[src/rtl/bbc_pkg.sv]
package bbc_pkg;

  localparam int unsigned BufferCountDef = 32;
  localparam int unsigned BlockBitsDef   = 16;
  localparam int unsigned DeviceBitsDef  = 16;
  localparam int unsigned SearchMax      = 256;
  localparam logic [7:0]  RefMax         = 8'hFF;

  typedef enum logic [1:0] {
    OP_GET   = 2'd0,
    OP_PUT   = 2'd1,
    OP_INVAL = 2'd2,
    OP_NOP   = 2'd3
  } bbc_op_e;

  typedef enum logic [1:0] {
    ST_OK      = 2'd0,
    ST_NO_FREE = 2'd1,
    ST_BAD_PUT = 2'd2
  } bbc_status_e;

  typedef struct packed {
    logic [1:0]  opcode;
    logic [15:0] device;
    logic [15:0] block_number;
    logic        no_read;
    logic [4:0]  buffer_index;
    logic        mark_dirty;
    logic        lru_front;
    logic        write_immediate;
    logic        drop_tag;
  } bbc_req_t;

  typedef struct packed {
    logic [4:0]  buffer_index_res;
    logic        hit;
    logic        read_needed;
    logic        writeback_needed;
    logic [15:0] writeback_device;
    logic [15:0] writeback_block;
    logic [1:0]  status;
    logic [5:0]  buffers_in_use;
  } bbc_res_t;

  typedef struct packed {
    logic take_left;
    logic take_right;
    logic take_ins;
  } bbc_cell_ctrl_t;

  function automatic logic [8:0] first_set(input logic [SearchMax-1:0] v);
    logic [8:0] r;
    r = '0;
    for (int i = SearchMax - 1; i >= 0; i--) begin
      if (v[i]) begin
        r = {1'b1, 8'(i)};
      end
    end
    return r;
  endfunction

endpackage

[src/rtl/block_buffer_cache_lru.sv]
// Block buffer cache with LRU replacement. Each transaction (get, put, invalidate
// device or no operation) passes through the states S_IDLE, in which it is
// accepted and registered, S_LOOK, for the associative tag lookup and the scan of
// the LRU row for the first unreferenced buffer and for the released buffer's
// position, and S_EXEC, to update the buffer state and shift the LRU row of cells;
// S_EXEC waits while the previous result has not been taken. One transaction is
// processed at a time; the result register lets the next transaction be accepted
// while the previous result is still waiting. State is ready straight after reset.
module block_buffer_cache_lru #(
  parameter int unsigned BUFFER_COUNT = bbc_pkg::BufferCountDef,
  parameter int unsigned BLOCK_BITS   = bbc_pkg::BlockBitsDef,
  parameter int unsigned DEVICE_BITS  = bbc_pkg::DeviceBitsDef
) (
  input  logic              clk_i,
  input  logic              rst_ni,
  input  logic              in_valid_i,
  output logic              in_ready_o,
  input  bbc_pkg::bbc_req_t in_i,
  output logic              out_valid_o,
  input  logic              out_ready_i,
  output bbc_pkg::bbc_res_t out_o
);
  import bbc_pkg::*;

  localparam int unsigned IW = $clog2(BUFFER_COUNT);
  localparam int unsigned UW = $clog2(BUFFER_COUNT + 1);
  localparam logic [DEVICE_BITS-1:0] NoDev = '1;

  typedef enum logic [1:0] {S_IDLE, S_LOOK, S_EXEC} state_e;

  state_e   state_q;
  bbc_req_t req_q;
  bbc_res_t res_q;
  logic     out_valid_q;

  logic [DEVICE_BITS-1:0] tag_dev_q [BUFFER_COUNT];
  logic [BLOCK_BITS-1:0]  tag_blk_q [BUFFER_COUNT];
  logic [7:0]             cnt_q     [BUFFER_COUNT];
  logic                   dirty_q   [BUFFER_COUNT];
  logic [UW-1:0]          in_use_q;

  logic          hit_q, got_q;
  logic [IW-1:0] hit_idx_q, vic_q, pos_q;

  logic [DEVICE_BITS-1:0] dev;
  logic [BLOCK_BITS-1:0]  blk;
  logic [IW-1:0]          bidx;
  logic                   bad_range;

  assign dev       = DEVICE_BITS'(req_q.device);
  assign blk       = BLOCK_BITS'(req_q.block_number);
  assign bidx      = IW'(req_q.buffer_index);
  assign bad_range = (32'(req_q.buffer_index) >= BUFFER_COUNT);

  logic [BUFFER_COUNT-1:0] free_vec, tag_hit, pos_free, pos_match;
  logic [IW-1:0]           cell_idx [BUFFER_COUNT];
  bbc_cell_ctrl_t          cell_ctrl [BUFFER_COUNT];

  always_comb begin
    for (int i = 0; i < BUFFER_COUNT; i++) begin
      free_vec[i] = (cnt_q[i] == '0);
      tag_hit[i]  = (tag_dev_q[i] == dev) && (tag_blk_q[i] == blk) && (dev != NoDev);
    end
  end

  logic [8:0] hit_find, free_find, pos_find;
  assign hit_find  = first_set(SearchMax'(tag_hit));
  assign free_find = first_set(SearchMax'(pos_free));
  assign pos_find  = first_set(SearchMax'(pos_match));

  logic [IW-1:0] sel;
  logic          commit, is_get, is_put, put_ok, release_b;
  logic [7:0]    cnt_sel;

  assign is_get    = (req_q.opcode == OP_GET);
  assign is_put    = (req_q.opcode == OP_PUT);
  assign sel       = hit_q ? hit_idx_q : (is_get ? vic_q : bidx);
  assign cnt_sel   = cnt_q[sel];
  assign put_ok    = is_put && !bad_range && (cnt_sel != '0);
  assign release_b = put_ok && (cnt_sel == 8'd1);
  assign commit    = (state_q == S_EXEC) && (!out_valid_q || out_ready_i);

  for (genvar p = 0; p < BUFFER_COUNT; p++) begin : g_row
    logic [IW-1:0] left_w, right_w;
    if (p == 0) begin : g_l0
      assign left_w = cell_idx[p];
    end else begin : g_l
      assign left_w = cell_idx[p-1];
    end
    if (p == BUFFER_COUNT - 1) begin : g_rn
      assign right_w = cell_idx[p];
    end else begin : g_r
      assign right_w = cell_idx[p+1];
    end

    always_comb begin
      cell_ctrl[p] = '0;
      if (commit && release_b) begin
        if (req_q.lru_front) begin
          cell_ctrl[p].take_ins  = (p == 0);
          cell_ctrl[p].take_left = (p != 0) && (IW'(p) <= pos_q);
        end else begin
          cell_ctrl[p].take_ins   = (p == BUFFER_COUNT - 1);
          cell_ctrl[p].take_right = (p != BUFFER_COUNT - 1) && (IW'(p) >= pos_q);
        end
      end
    end

    bbc_cell #(
      .BUFFER_COUNT(BUFFER_COUNT),
      .IW          (IW),
      .RESET_IDX   (IW'(p))
    ) u_cell (
      .clk_i     (clk_i),
      .rst_ni    (rst_ni),
      .ctrl_i    (cell_ctrl[p]),
      .left_i    (left_w),
      .right_i   (right_w),
      .ins_i     (bidx),
      .target_i  (bidx),
      .free_vec_i(free_vec),
      .idx_o     (cell_idx[p]),
      .free_o    (pos_free[p]),
      .match_o   (pos_match[p])
    );
  end

  bbc_res_t res_d;
  logic [DEVICE_BITS-1:0] dev_new;
  logic [7:0]             cnt_new;
  logic                   dirty_new;
  logic [UW-1:0]          in_use_new;

  always_comb begin
    res_d      = '0;
    dev_new    = tag_dev_q[sel];
    cnt_new    = cnt_sel;
    dirty_new  = dirty_q[sel];
    in_use_new = in_use_q;
    case (req_q.opcode)
      OP_GET: begin
        if (hit_q) begin
          if (cnt_sel == '0) in_use_new = in_use_q + 1'b1;
          if (cnt_sel != RefMax) cnt_new = cnt_sel + 8'd1;
          res_d.buffer_index_res = 5'(hit_idx_q);
          res_d.hit              = 1'b1;
        end else if (!got_q) begin
          res_d.status = ST_NO_FREE;
        end else begin
          if (dirty_q[sel] && tag_dev_q[sel] != NoDev) begin
            res_d.writeback_needed = 1'b1;
            res_d.writeback_device = 16'(tag_dev_q[sel]);
            res_d.writeback_block  = 16'(tag_blk_q[sel]);
            dirty_new              = 1'b0;
          end
          dev_new    = dev;
          cnt_new    = 8'd1;
          in_use_new = in_use_q + 1'b1;
          if (dev != NoDev && !req_q.no_read) begin
            res_d.read_needed = 1'b1;
            dirty_new         = 1'b0;
          end
          res_d.buffer_index_res = 5'(vic_q);
        end
      end
      OP_PUT: begin
        if (!put_ok) begin
          res_d.status = ST_BAD_PUT;
        end else begin
          res_d.buffer_index_res = 5'(bidx);
          dirty_new = dirty_q[sel] | req_q.mark_dirty;
          cnt_new   = cnt_sel - 8'd1;
          if (release_b) begin
            if (in_use_q != '0) in_use_new = in_use_q - 1'b1;
            if (req_q.write_immediate && dirty_new && tag_dev_q[sel] != NoDev) begin
              res_d.writeback_needed = 1'b1;
              res_d.writeback_device = 16'(tag_dev_q[sel]);
              res_d.writeback_block  = 16'(tag_blk_q[sel]);
              dirty_new              = 1'b0;
            end
            if (req_q.drop_tag) dev_new = NoDev;
          end
        end
      end
      default: begin
      end
    endcase
    res_d.buffers_in_use = 6'(in_use_new);
  end

  always_ff @(posedge clk_i or negedge rst_ni) begin
    if (!rst_ni) begin
      for (int i = 0; i < BUFFER_COUNT; i++) begin
        tag_dev_q[i] <= NoDev;
        tag_blk_q[i] <= '0;
        cnt_q[i]     <= '0;
        dirty_q[i]   <= 1'b0;
      end
      in_use_q <= '0;
    end else if (commit) begin
      in_use_q <= in_use_new;
      if (req_q.opcode == OP_INVAL) begin
        for (int i = 0; i < BUFFER_COUNT; i++) begin
          if (tag_dev_q[i] == dev) tag_dev_q[i] <= NoDev;
        end
      end else if ((is_get && (hit_q || got_q)) || put_ok) begin
        tag_dev_q[sel] <= dev_new;
        tag_blk_q[sel] <= (is_get && !hit_q) ? blk : tag_blk_q[sel];
        cnt_q[sel]     <= cnt_new;
        dirty_q[sel]   <= dirty_new;
      end
    end
  end

  always_ff @(posedge clk_i or negedge rst_ni) begin
    if (!rst_ni) begin
      state_q     <= S_IDLE;
      out_valid_q <= 1'b0;
      req_q       <= '0;
      res_q       <= '0;
      hit_q       <= 1'b0;
      got_q       <= 1'b0;
      hit_idx_q   <= '0;
      vic_q       <= '0;
      pos_q       <= '0;
    end else begin
      if (commit) begin
        out_valid_q <= 1'b1;
      end else if (out_ready_i) begin
        out_valid_q <= 1'b0;
      end
      case (state_q)
        S_IDLE: begin
          if (in_valid_i) begin
            req_q   <= in_i;
            state_q <= S_LOOK;
          end
        end
        S_LOOK: begin
          hit_q     <= is_get && hit_find[8];
          hit_idx_q <= IW'(hit_find[7:0]);
          got_q     <= free_find[8];
          vic_q     <= cell_idx[IW'(free_find[7:0])];
          pos_q     <= IW'(pos_find[7:0]);
          state_q   <= S_EXEC;
        end
        S_EXEC: begin
          if (commit) begin
            res_q   <= res_d;
            state_q <= S_IDLE;
          end
        end
        default: state_q <= S_IDLE;
      endcase
    end
  end

  assign in_ready_o  = (state_q == S_IDLE);
  assign out_valid_o = out_valid_q;
  assign out_o       = res_q;

endmodule

[src/rtl/bbc_cell.sv]
module bbc_cell #(
  parameter int unsigned BUFFER_COUNT = bbc_pkg::BufferCountDef,
  parameter int unsigned IW           = $clog2(BUFFER_COUNT),
  parameter logic [IW-1:0] RESET_IDX  = '0
) (
  input  logic                   clk_i,
  input  logic                   rst_ni,
  input  bbc_pkg::bbc_cell_ctrl_t ctrl_i,
  input  logic [IW-1:0]          left_i,
  input  logic [IW-1:0]          right_i,
  input  logic [IW-1:0]          ins_i,
  input  logic [IW-1:0]          target_i,
  input  logic [BUFFER_COUNT-1:0] free_vec_i,
  output logic [IW-1:0]          idx_o,
  output logic                   free_o,
  output logic                   match_o
);
  import bbc_pkg::*;

  logic [IW-1:0] idx_q, idx_d;

  always_comb begin
    idx_d = idx_q;
    if (ctrl_i.take_ins) begin
      idx_d = ins_i;
    end else if (ctrl_i.take_left) begin
      idx_d = left_i;
    end else if (ctrl_i.take_right) begin
      idx_d = right_i;
    end
  end

  always_ff @(posedge clk_i or negedge rst_ni) begin
    if (!rst_ni) begin
      idx_q <= RESET_IDX;
    end else begin
      idx_q <= idx_d;
    end
  end

  assign idx_o   = idx_q;
  assign free_o  = free_vec_i[idx_q];
  assign match_o = (idx_q == target_i);

endmodule

[config.mk]
export PLATFORM = sky130hd
export DESIGN_NAME = block_buffer_cache_lru
export DESIGN_NICKNAME = d
export VERILOG_FILES = /design/src/rtl/bbc_pkg.sv /design/src/rtl/block_buffer_cache_lru.sv /design/src/rtl/bbc_cell.sv
export SDC_FILE = /design/constraint.sdc
export NUM_CORES = 2
export LEC_CHECK = 0
export BUFFER_PORTS_ARGS = -buffer_cell sky130_fd_sc_hd__buf_4
export CORE_MARGIN = 2
export CORE_UTILIZATION = 30
export DETAILED_ROUTE_END_ITERATION = 12
export GPL_ROUTABILITY_DRIVEN = 0
export PLACE_DENSITY = 0.48
export SLEW_MARGIN = 20
export SYNTH_ARGS = -nofsm -noshare
export SYNTH_HDL_FRONTEND = slang
export SYNTH_SLANG_ARGS = --single-unit
[constraint.sdc]
create_clock -name clk_i -period 6 [get_ports clk_i]
set_input_delay 0 -clock clk_i [delete_from_list [all_inputs] [get_ports clk_i]]
set_output_delay 0 -clock clk_i [all_outputs]
set_load 0.005 [all_outputs]
==> After elaboration in Yosys (flattened, before gate mapping) <==
Index checks and enable logic that the tools add are counted.
Widths: inputs -> output; s select.
{ "op_classes": {"addsub": 4, "magnitude_cmp": 97, "eq_ne": 139, "mux": 460, "bitwise": 4, "reduce_logical": 190} }
{ "ops": {"columns": ["op", "count"], "rows": [
  ["$bwmux 512", 2],
  ["$eq 16x16->1", 64],
  ["$mux 512", 2],
  ["$mux 16", 43],
  ["$mux 5", 134],
  ["$mux 9", 64],
  ["$logic_not 8->1", 33],
  ["$bwmux 256", 1],
  ["$lt 5x6->1 const B", 32],
  ["$bmux 1 s5", 33],
  ["$bmux 16 s5", 2],
  ["$eq 5x5->1", 32],
  ["$mux 33", 4],
  ["$mux 1", 111],
  ["$reduce_and 3->1", 33],
  ["$mux 3", 31],
  ["$reduce_bool 3->1", 30],
  ["$demux 16 s5", 1],
  ["$le 5x5->1 const A", 16],
  ["$logic_and 1x1->1", 76],
  ["$ge 5x5->1 const A", 15],
  ["$pmux 35 s2", 1],
  ["$ne 2x2->1 const B", 29],
  ["$mux 8", 7],
  ["45 further kinds", 98]
]} }
{ "totals": {"ff_bits": 1590, "input_bits": 48, "output_inout_bits": 50, "word_cells": 1079} }

==> Logic depth before layout (Yosys ltp) <==
{ "logic_depth": {"word_depth": 39, "ltp_mapped": 24, "ltp_nobuf": 17} }

==> Cells and area by module <==
From an unflattened synthesis, not the netlist that was laid out.
{ "unflattened": {"hier_cells": 10716, "hier_area_um2": 104321.3} }
{ "by_module_without_submodules": {"columns": ["mod", "instances", "cells_per_inst", "area_each_um2", "seq_area_each_um2"], "rows": [
  ["block_buffer_cache_lru", 1, 8124, 83080.9, 36274.8],
  ["bbc_cell (g_row[11].u_cell ...)", 10, 81, 664.4, 128.9],
  ["bbc_cell (g_row[10].u_cell ...)", 10, 81, 663.1, 127.6],
  ["bbc_cell (g_row[15].u_cell ...)", 5, 81, 665.6, 130.1],
  ["bbc_cell (g_row[16].u_cell ...)", 5, 81, 661.9, 126.4],
  ["bbc_cell (g_row[31].u_cell)", 1, 81, 666.9, 131.4],
  ["bbc_cell (g_row[0].u_cell)", 1, 81, 660.6, 125.1]
]} }

==> Worst setup path after synthesis <==
No wires, ideal clock.
{ "synth_path": {"kind": "reg-to-reg", "start": "reg req_q[42] in the netlist's numbering", "end": "reg g_row[20].u_cell.idx_q[1]", "setup_ps": 66, "t_arrival_ps": 4577, "t_required_ps": 5934, "path_slack_ps": 1358, "path_stages_with_launch": 25, "path_buffers": 7, "synth_period_minus_slack_ps": 4642, "cell_sequence": "dfrtp_1 buf_2 or3b_1 a31oi_2 buf_4 buf_6 buf_6 mux4_2 a22oi_1 nand4_1 inv_1 ha_1 inv_1 nor2_1 a31oi_2 buf_4 nand2_2 nor2_2 and2_1 buf_2 and3_1 clkbuf_1 nor2_1 nand2_1 nand2_1"} }
{ "synth_via": {"elab_chain_len": 14, "word_cells_on_any_way": 17, "cone_classes": "2 x eq/ne; 8 x mux; 1 x bitwise; 6 x reduce/logical"} }
{ "synth_lines": {"columns": ["item", "line", "source"], "rows": [
  ["start: declaration", "block_buffer_cache_lru.sv:32", "bbc_req_t req_q;"],
  ["start signal: assignment", "block_buffer_cache_lru.sv:235", "req_q <= in_i;"],
  ["$logic_not 2->1", "block_buffer_cache_lru.sv:75", "assign is_get = (req_q.opcode == OP_GET);"],
  ["$mux 5 (2 in a row)", "block_buffer_cache_lru.sv:77", "assign sel = hit_q ? hit_idx_q : (is_get ? vic_q : bidx);"],
  ["$not 5->6 (not written as such)", "block_buffer_cache_lru.sv:78", "assign cnt_sel = cnt_q[sel];"],
  ["$bmux 8 s5", "block_buffer_cache_lru.sv:78", null],
  ["$mux 8 (not written as such) (2 in a row)", "block_buffer_cache_lru.sv:78", null],
  ["$reduce_bool 8->1", "block_buffer_cache_lru.sv:79", "assign put_ok = is_put && !bad_range && (cnt_sel != '0);"],
  ["$logic_and 1x1->1", "block_buffer_cache_lru.sv:79", null],
  ["$logic_and 1x1->1 *", "block_buffer_cache_lru.sv:80", "assign release_b = put_ok && (cnt_sel == 8'd1);"],
  ["$logic_and 1x1->1 *", "block_buffer_cache_lru.sv:98", "if (commit && release_b) begin"],
  ["$mux 3 *", "block_buffer_cache_lru.sv:98", null],
  ["$mux 5", "bbc_cell.sv:26", "end else if (ctrl_i.take_left) begin"],
  ["$mux 5", "bbc_cell.sv:24", "if (ctrl_i.take_ins) begin"],
  ["end signal: assignment", "bbc_cell.sv:37", "idx_q <= idx_d;"],
  ["end: declaration", "bbc_cell.sv:20", "logic [IW-1:0] idx_q, idx_d;"]
]} }
Every way passes the cells marked *; elsewhere a longest branch is shown, timed or not. The select of a mux whose other input is x is not followed.
A chain may end at the register's enable or synchronous reset.

==> Worst setup path after layout <==
{ "layout_path": {"start": "reg cnt_q[40] in the netlist's numbering", "end": "reg vic_q[4]"} }
{ "layout_via": {"elab_chain_len": 39, "word_cells_on_any_way": 101, "cone_classes": "99 x mux; 1 x bitwise; 1 x reduce/logical"} }
{ "layout_lines": {"columns": ["item", "line", "source"], "rows": [
  ["start: declaration", "block_buffer_cache_lru.sv:38", "logic [7:0] cnt_q [BUFFER_COUNT];"],
  ["start signal: indexed assignment", "block_buffer_cache_lru.sv:209", "cnt_q[sel] <= cnt_new;"],
  ["$logic_not 8->1 *", "block_buffer_cache_lru.sv:61", "free_vec[i] = (cnt_q[i] == '0);"],
  ["$bmux 1 s5", "bbc_cell.sv:42", "assign free_o = free_vec_i[idx_q];"],
  ["$mux 1 (not written as such)", "bbc_cell.sv:42", null],
  ["$mux 9 (31 in a row)", "bbc_pkg.sv:55", "if (v[i]) begin"],
  ["$mux 9 *", "bbc_pkg.sv:55", null],
  ["$not 5->6 (not written as such) *", "block_buffer_cache_lru.sv:243", "vic_q <= cell_idx[IW'(free_find[7:0])];"],
  ["$bmux 5 s5 *", "block_buffer_cache_lru.sv:243", null],
  ["$mux 5 (not written as such) * (2 in a row)", "block_buffer_cache_lru.sv:243", null],
  ["end signal: assignment", "block_buffer_cache_lru.sv:243", null],
  ["end: declaration", "block_buffer_cache_lru.sv:43", "logic [IW-1:0] hit_idx_q, vic_q, pos_q;"]
]} }
Marked as above.

==> results.txt <==
combinational family with the most area after synthesis -> simple AND/OR/NAND/NOR gates
DR pass1 iterations -> 9
Synth Area in Compound Gates -> 14.25%
post-synth top area share -> 25.69%
Die Ht -> 571.5 um
maximum vdd drop -> 0.5398 mV
CP max stage cell -> nor4_1
R2R Setup Slk -> 130 ps
Fmax -> 170.2 MHz
count of cell types in the netlist -> 114
Post-Syn Area -> 96620 um2
post-synth net total -> 9889
period utilization -> 97.90%
sequential area share after synthesis -> 41.79%
worst-path cell chain -> nor4_1 -> buf_4 -> nand2_1 -> buf_4 -> mux4_2 -> mux4_2 -> mux2i_1 -> o21bai_2 -> nor2_2 -> o211ai_1 -> a31oi_4 -> buf_4 -> buf_4 -> mux2i_1 -> mux2i_1 -> o22ai_1 -> nor4_2
clk slew on worst S/H paths -> 60 ps
cell depth of the worst min-delay path -> 3
RSZ-0062 raised after global routing -> no
Hold/Removal Path Class -> in2reg
status -> completed
Core ar. -> 320900 um2
CP Class -> reg2reg
post-CTS setup buffer count -> 0
Setup violations, final -> 0
number of global-route vias before repair -> 79509
setup TNS -> 0 ps
Setup crit start kind -> register
initial antenna violation count -> 17
XOR/XNOR share of the synthesized area -> 10.76%
part of the power in registers -> 31.1%
largest net degree at the start of global routing -> 156
crit path DAT -> 6530 ps
Net Sw Power -> 25.56 mW
clk_lat worst skew -> 900 ps
Placed Cells -> 13703
first-pass GRT wire length -> 596.3 mm
final wirelength -> 415.1 mm
CP Capture Type -> register
worst path required time -> 6650 ps
Vias -> 81078
Final Hold Fails -> 0
Final Slew Violations -> 0
IO Port Bufs -> 97
Core Util, Final -> 34.47%
mux contribution to synthesized area -> 14.06%
clock network power share -> 21.8%
CTS tree -> done
area share of fa/ha/maj cells after synthesis -> 0.07770%
cell internal pwr -> 30.28 mW
Lkg Pwr -> 45.31 nW
Tightest Pin Transition -> 1202 ps
reg2reg path depth -> 17
Final min period -> 5874 ps
DRC -> 0
cts bufs inserted -> 190
area grow syn2layout -> 14.48%
Sink Count -> 1584
die area -> 326600 um2
FF+latch count, synth -> 1584
GR Overflow Total -> 0
final setup margin -> 126.0 ps
overall die width -> 571.5 um
worst hold slack -> 45.61 ps
Std-Cell Rows -> 208
asr flop ratio synth -> 100.0%
max_slew headroom -> 19.15%
max-cap viol count -> 0
Comb power frac -> 47.1%
initial detailed-routing violation count -> 9918
hold_sp -> in_i[0]
cell mode on critical path -> buf_4
Hold EP -> req_q[0]
layout cell share with drive strength beyond 1 -> 22.57%
sw frac -> 45.78%
worst-path fanout max -> 30
Yosys warnings -> 0
most common cell after layout, fill and taps aside -> nand2_1
# IOs -> 98
Max H-tree Level -> 4
Max Buffers Root-to-Sink -> 4
power per cell area -> 504.8 nW/um2
final std cells w/o fill -> 14145
starting density of the core -> 30.11%
Syn Inst Count -> 9835
final setup skew -> 115.4 ps
pre-CTS WS -> 279.0 ps
Post-synth top flop -> dfrtp_1
reg2reg start -> cnt_q[40]
R2R Path End -> vic_q[4]
clk root buf -> clkbuf_16
syn avg cell area -> 9.824 um2
GRT Util Overall -> 24.94%
Synth area leader -> dfrtp_1
Final nets -> 9732
Post-Synth Simple-Gate Area -> 14.63%
number of synthesized flops with an enable pin -> 0
Wirelength per Cell -> 29.34 um
Slowest Stage Delay on Critical Path -> 740 ps
most frequent cells in the layout -> nand2_1 (1646), o21ai_0 (1353), xor2_1 (1025), dfrtp_1 (955), dfstp_2 (592)
Final ANT Viol Nets -> 0
largest cells by area after synthesis -> dfrtp_1 (26%), dfstp_2 (16%), mux4_2 (10%)
DP Wirelength -> 289.4 mm
vias per cell -> 5.732
synthesized netlist by cell type, types with 46 or more instances:
cell type	number
nor3_1	96
xor2_1	1025
o21ai_1	52
nor2_1	242
o22ai_1	76
nor4_2	46
mux2_2	77
mux2i_1	185
a22oi_1	239
dfstp_2	592
o21ai_0	1353
dfrtp_1	992
nand2_1	1679
nand3_1	117
buf_1	98
nor4_1	278
a21oi_1	270
nand4_1	152
buf_2	98
nand2b_1	61
xnor2_1	162
clkbuf_1	697
mux4_2	443
sequential cells by signal, indices dropped and copies added, names as in the netlist, 5 cells and up, named ones only:
register / flops
req_q: 7
tag_blk_q: 512
vic_q: 5
g_row.u_cell.idx_o: 160
out_o: 42
blk: 16
tag_dev_q: 512
pos_q: 5
dirty_q: 32
cnt_q: 256
bidx: 5
hit_idx_q: 5
dev: 16
repair_timing:
| action | 4_1_cts | 5_1_grt |
|---|---|---|
| hold endpoints to repair | 627 | 0 |
| endpoints found under the setup margin | 0 | 1 |
| gates resized for setup | 0 | 1 |
| hold buffers | 88 | 0 |
critical path: cells and delay by family (launching register included):
family	cells	cell delay, ps
muxes	5	1810
and+or+nand+nor	4	1480
buffers and inverters	4	1060
AOI/OAI and AO/OA	4	820
DFF	1	400
cell families (layout without fill, tap and decap cells):
kind of cell               Yosys count  count (layout)
buffers and inverters              999             992
other                                0              12
muxes                              748             748
adders and majority gates            6               6
DFF                               1584            1584
AOI/OAI and AO/OA                 2350            2350
xor gates and xnor gates          1187            1187
and+or+nand+nor                   2961            2961
area by class of cell:
class / instances / area, um2
Clock buffer: 268 / 5573
Antenna cell: 12 / 30.03
Clock inverter: 74 / 882.1
Tap cell: 4305 / 5386
Fill cell: 32153 / 210300
Timing Repair Buffer: 608 / 5698
Multi-Input combinational cell: 7252 / 52460
Inverter: 42 / 157.7
Sequential cell: 1584 / 40430
layer usage:
layer  share of wire, %  vias to the layer above  track usage [%]
met1                 42                    40943            33.32
met3                8.4                     1116            5.399
met4                5.7                        8            12.41
met5              0.022                        -                0
met2                 44                     4104            38.03
li1                   -                    34907                -
power by group through the flow:
stage | sequential [mW] | combinational, mW | clock [mW]
6_report | 17.4 | 26.3 | 12.2
5_1_grt | 17.6 | 27.4 | 12.8
4_1_cts | 17.3 | 25.7 | 12.4
3_5_place_dp | 17.4 | 25.6 | 0
3_3_place_gp | 17.3 | 25.5 | 0
2_1_floorplan | 15.5 | 15.8 | 0
worst max path at each step:
| stage | start | endpoint | slack [ps] | depth (start not counted) |
|---|---|---|---|---|
| after floorplan | req_q[42] | g_row[20].u_cell.idx_o[1] | 1360 | 24 |
| after global placement | cnt_q[254] | vic_q[4] | 340 | 16 |
| after detailed placement | cnt_q[254] | vic_q[4] | 280 | 16 |
| after CTS | cnt_q[254] | vic_q[4] | 230 | 16 |
| after global routing | req_q[43] | g_row[23].u_cell.idx_o[3] | 50 | 16 |
| final | cnt_q[40] | vic_q[4] | 130 | 17 |
stage by stage:
step | total power [mW] | area, um2
final | 55.84 | 110600
after global routing | 57.82 | 110600
after floorplan | 31.28 | 96620
after CTS | 55.41 | 110600
after global placement | 42.81 | 103200
after detailed placement | 43.00 | 103200
(Power assumes the default switching activity.)
